## config.mk

```make
export PLATFORM = sky130hd
export DESIGN_NAME = cdq_ctrl
export DESIGN_NICKNAME = d
export VERILOG_FILES = /design/src/hdl/cdq_pkg.sv /design/src/hdl/cdq_ctrl.sv
export SDC_FILE = /design/constraint.sdc
export NUM_CORES = 1
export LEC_CHECK = 0
export BUFFER_PORTS_ARGS = -buffer_cell sky130_fd_sc_hd__buf_2
export CORE_AREA = 2 2 39 41
export DETAILED_ROUTE_END_ITERATION = 8
export DIE_AREA = 0 0 41 43
export PLACE_DENSITY_LB_ADDON = 0.2
export SLEW_MARGIN = 30
export SYNTH_ARGS = -nofsm -noshare
export SYNTH_HDL_FRONTEND = slang
export SYNTH_SLANG_ARGS = --single-unit
```

## constraint.sdc

```tcl
create_clock -name clk -period 1.3 [get_ports clk]
set_input_delay 0.13 -clock clk [delete_from_list [all_inputs] [get_ports clk]]
set_output_delay 0.13 -clock clk [all_outputs]
set_load 0.02 [all_outputs]
```

## src/hdl/cdq_pkg.sv

```systemverilog
// Shared types and constants for the circular deque core.
// Used by cdq_ctrl, cdq_datapath, circular_deque_core and the testbench; no dependencies.
package cdq_pkg;

    localparam int DEF_CAPACITY = 128;
    localparam int DATA_W       = 32;
    localparam int REQ_W        = 3;
    localparam int STAT_W       = 2;

    // Request codes (codes above REQ_POP_BACK act as a query)
    localparam logic [REQ_W-1:0] REQ_QUERY      = 3'd0;
    localparam logic [REQ_W-1:0] REQ_PUSH_FRONT = 3'd1;
    localparam logic [REQ_W-1:0] REQ_PUSH_BACK  = 3'd2;
    localparam logic [REQ_W-1:0] REQ_POP_FRONT  = 3'd3;
    localparam logic [REQ_W-1:0] REQ_POP_BACK   = 3'd4;

    // Result status codes
    localparam logic [STAT_W-1:0] STAT_DONE  = 2'd0;
    localparam logic [STAT_W-1:0] STAT_FULL  = 2'd1;
    localparam logic [STAT_W-1:0] STAT_EMPTY = 2'd2;

    typedef enum logic [1:0] {
        ST_IDLE,
        ST_FILL,
        ST_EMIT
    } cdq_state_t;

    // Controller to datapath commands
    typedef struct packed {
        logic accept;
        logic fill;
        logic load_out;
    } cdq_cmd_t;

    // Datapath to controller status
    typedef struct packed {
        logic pop_fill;
        logic out_valid;
    } cdq_stat_t;

endpackage

```

## src/hdl/cdq_ctrl.sv

```systemverilog
// Sequencer for the circular deque core: accept, optional refill, emit.
// Depends on cdq_pkg.
module cdq_ctrl
(
    input  logic                 clk,
    input  logic                 rst_n,
    input  logic                 s_tvalid,
    output logic                 s_tready,
    input  logic                 m_tready,
    input  cdq_pkg::cdq_stat_t   stat,
    output cdq_pkg::cdq_cmd_t    cmd
);

    cdq_pkg::cdq_state_t state_reg;
    cdq_pkg::cdq_state_t state_next;

    always_ff @(posedge clk or negedge rst_n)
    begin
        if (!rst_n)
        begin
            state_reg <= cdq_pkg::ST_IDLE;
        end
        else
        begin
            state_reg <= state_next;
        end
    end

    always_comb
    begin
        state_next   = state_reg;
        s_tready     = 1'b0;
        cmd.accept   = 1'b0;
        cmd.fill     = 1'b0;
        cmd.load_out = 1'b0;
        case (state_reg)
            cdq_pkg::ST_IDLE:
            begin
                s_tready = 1'b1;
                if (s_tvalid)
                begin
                    cmd.accept = 1'b1;
                    state_next = stat.pop_fill ? cdq_pkg::ST_FILL : cdq_pkg::ST_EMIT;
                end
            end
            cdq_pkg::ST_FILL:
            begin
                // take the registered slot read into front/back
                cmd.fill   = 1'b1;
                state_next = cdq_pkg::ST_EMIT;
            end
            cdq_pkg::ST_EMIT:
            begin
                // hold until the output register is free
                if (!stat.out_valid || m_tready)
                begin
                    cmd.load_out = 1'b1;
                    state_next   = cdq_pkg::ST_IDLE;
                end
            end
            default:
            begin
                state_next = cdq_pkg::ST_IDLE;
            end
        endcase
    end

endmodule

```

# Word level (Yosys, flattened, before mapping)
# Cells that the tools add are included.
op_classes:
  eq_ne: 4
  mux: 10
  reduce_logical: 4
op_table:
  columns: ["op", "count"]
  rows:
  - ["1-bit 2-to-1 mux", 6]
  - ["2-bit 2-to-1 mux", 3]
  - ["2-bit one-hot mux with 3 select lines", 1]
  - ["2-bit != test, second input constant", 2]
  - ["2-bit by 1-bit equality test with 1-bit output, second input constant", 1]
  - ["2-bit equality test, second input constant", 1]
  - ["2-bit zero test", 1]
  - ["2-bit AND reduction", 1]
  - ["1-bit zero test", 1]
  - ["1-bit logical OR", 1]
totals:
  regBits: 2
  input_bits: 6
  out_inout_bits: 4
  wordCells: 19

# Depth between registers and ports, before layout
depth:
  word_depth: 4
  ltp_mapped: 2
  depth_no_buf: 2

# Least setup slack after synthesis
# Ideal clock, no wire load.
synth_path:
  kind: "flip-flop to output port"
  from: "reg state_reg[1]"
  to: "out cmd[2] (netlist name)"
  arrival_ns: 1.083
  required_ns: 1.170
  setup_slack_ns: 0.087
  stages_incl_launch_ff: 3
  path_buffers: 0
  cell_sequence: "dfrtp_1 nor2_1 and2_1"
synth_lines:
  columns: ["item", "line_no", "source"]
  rows:
  - ["from (decl)", "cdq_ctrl.sv:14", "cdq_pkg::cdq_state_t state_reg;"]
  - ["from (signal assigned)", "cdq_ctrl.sv:21", "state_reg <= cdq_pkg::ST_IDLE;"]
  - ["from (signal assigned)", "cdq_ctrl.sv:25", "state_reg <= state_next;"]
  - ["to (decl)", "cdq_ctrl.sv:11", "output cdq_pkg::cdq_cmd_t cmd"]

==> reports/metrics.yaml <==
vias: 129
syn_area_um2: 113.9
synth_area_per_cell_um2: 10.35
finalHoldViolations: 0
worstPathCellList: "nor2_4 -> and2_1 -> buf_2"
die_h_um: 43
drc_errors: 0
cts_tree: "yes"
rsz0062_at_grt: "false"
crit_path_top_delay_cell: "dfrtp_1"
cts_sinks: 2
drive_gt1_share_pct: 58.33
core-area_mm2: 0.001384
ant_nets: 0
fmax_mhz: 836.8
grt_usage_pct: 5.628
syn-instance-count: 11
post-cts-setup-buffer-count: 0
areaGrowthSynthToFinish_pct: 92.31
whs_ps: 156.1
nets: 32
synth-compound-area-share_pct: 10.99
gp_congestion: 0.6089
skew_ps: 1.246
numCtsBuffers: 3
io-pin-count: 10
fin_cells: 40
critPathArrivalTime_ps: 1070
yosys.area_share.simple_pct: 45.05
cp_top_family: "flip-flops"
grt_pass1_wl_um: 524
crit_required_ps: 1170
power_uw: 434.1
cts_max_path_buffers: 2
final.setup.tns_ps: 0
synthesis.nets: 17
critPathKind: "flip-flop to primary output"
synth_fa_ha_area_share_pct: 0
die_w_um: 41
root_buffer: "clkbuf_4"
maxSlewViolCount: 0
fin_ws_ps: 104.9
status: "complete, no violations"
placed_area_um2: 178.9
dr.pass1.iters: 3
path_buf_inv: 1
slew_headroom_pct: 86.94
synth-seq-cells: 2
fin_crit_ps: 1195
synth_xor_xnor_area_share_pct: 0
antenna_found_initial: 0
dp_cells: 36
detail_route.wl_per_cell_um: 7.800
crit_path_max_incr_delay_ps: 420
critPathLaunchType: "flip-flop"
fill_cells: 154
power_density_mw_per_mm2: 1983
grt_pass1_vias: 132
drt-total-wl_um: 312
largest_reg_flops: 2
diodes: 0
grt_max_degree: 5
via_per_inst: 3.225
setup_violations: 0
clk_latency_ps: 220
crit_fanout: 4
period_share_pct: 91.93
synth_top_family_by_area: "simple AND/OR/NAND/NOR gates"
p_leak_nw: 0.1090
die-area_mm2: 0.001763
irDropWorstVdd_uv: 486.9
synth-seq-area-share_pct: 43.96
yosys.cell_types.count: 9
cts.htree.levels: 1
final_area_um2: 219.0
worstMarginPinSlew_ps: 195.9
muxShareOfSynthArea_pct: 0
rows: 14
drtIter0Drc: 5
clkTransAtPathRegs_ps: 30
pre_cts_slack_ps: 227.2
yosys_warnings: 0
end_kind: "primary output"
hold_class: "input pin to flip-flop"
place.port_buffers: 9
maxCapViolCount: 0
utilization_pct: 15.82
start_util_pct: 8.228
grt_overflow: 0
-- metal layers --
metal	track usage, %	up-vias	part of all wire [%]
li1	-	66	-
met4	8.000	0	0
met1	5.484	53	46
met5	0	-	0
met2	4.688	10	34
met3	6.283	0	20
-- power breakdown --
group / switching, mW / leakage [nW] / internal [mW]
Sequential: 0.0327 / 0.0255 / 0.0833
Combinational: 0.103 / 0.0697 / 0.0793
Clock: 0.0340 / 0.0138 / 0.102
Total: 0.170 / 0.109 / 0.264
-- worst reg2reg max path, stage by stage (launching register included) --
cell     delay, ps
dfrtp_1        410
or3b_1         410
a22oi_2        120
-- cell usage after synthesis --
cell type  instances  area [um^2]
nor2_1             1        3.750
and2_1             1        6.260
nand2b_1           1        6.260
a22oi_2            1        12.51
or3b_1             1        8.760
dfrtp_1            2        50.05
and3_1             1        6.260
nor3b_1            1        7.510
nor2b_1            2        12.51
-- layout by cell type (no fill, tap or decap), drive strengths merged --
| master | n |
|---|---|
| nor2 | 1 |
| and2 | 1 |
| buf | 9 |
| or3b | 1 |
| nand2b | 1 |
| a22oi | 1 |
| and3 | 1 |
| dfrtp | 2 |
| nor2b | 2 |
| nor3b | 1 |
| clkbuf | 3 |
| dlygate4sd3 | 1 |
-- layout make-up --
cell class	instances	area [um^2]	share of cell area, %
multi-input cells	9	71.32	32.57
repair buffers	10	55.05	25.14
flip-flops and latches	2	50.05	22.86
clock buffers	3	22.52	10.29
well taps	16	20.02	9.143
-- worst paths after layout --
kind,cells past startpoint,start,endpoint,slack (ps)
worst max-delay path,3,state_reg[1]$_DFFE_PN0P_,cmd[2],100
worst min-delay path,2,stat[1],state_reg[0]$_DFFE_PN0P_,160
worst max register to register,2,state_reg[0]$_DFFE_PN0P_,state_reg[1]$_DFFE_PN0P_,290
worst min register to register,1,state_reg[1]$_DFFE_PN0P_,state_reg[1]$_DFFE_PN0P_,550
max in group asynchronous,2,rst_n,state_reg[0]$_DFFE_PN0P_,980
min in group asynchronous,2,rst_n,state_reg[1]$_DFFE_PN0P_,220
-- cells by family (layout without fill, tap and decap cells) --
logic type	after synthesis	in the layout
and+or+nand+nor	8	8
DFF	2	2
AOI/OAI and AO/OA	1	1
buffers and inverters	0	13
-- timing repair --
item	in CTS	in global routing
pin swaps	0	0
hold buffers	1	0
setup endpoints to repair	1	1
hold endpoints to repair	2	0
resized for setup	1	1
No activity file was read; power rests on OpenSTA's default activity.
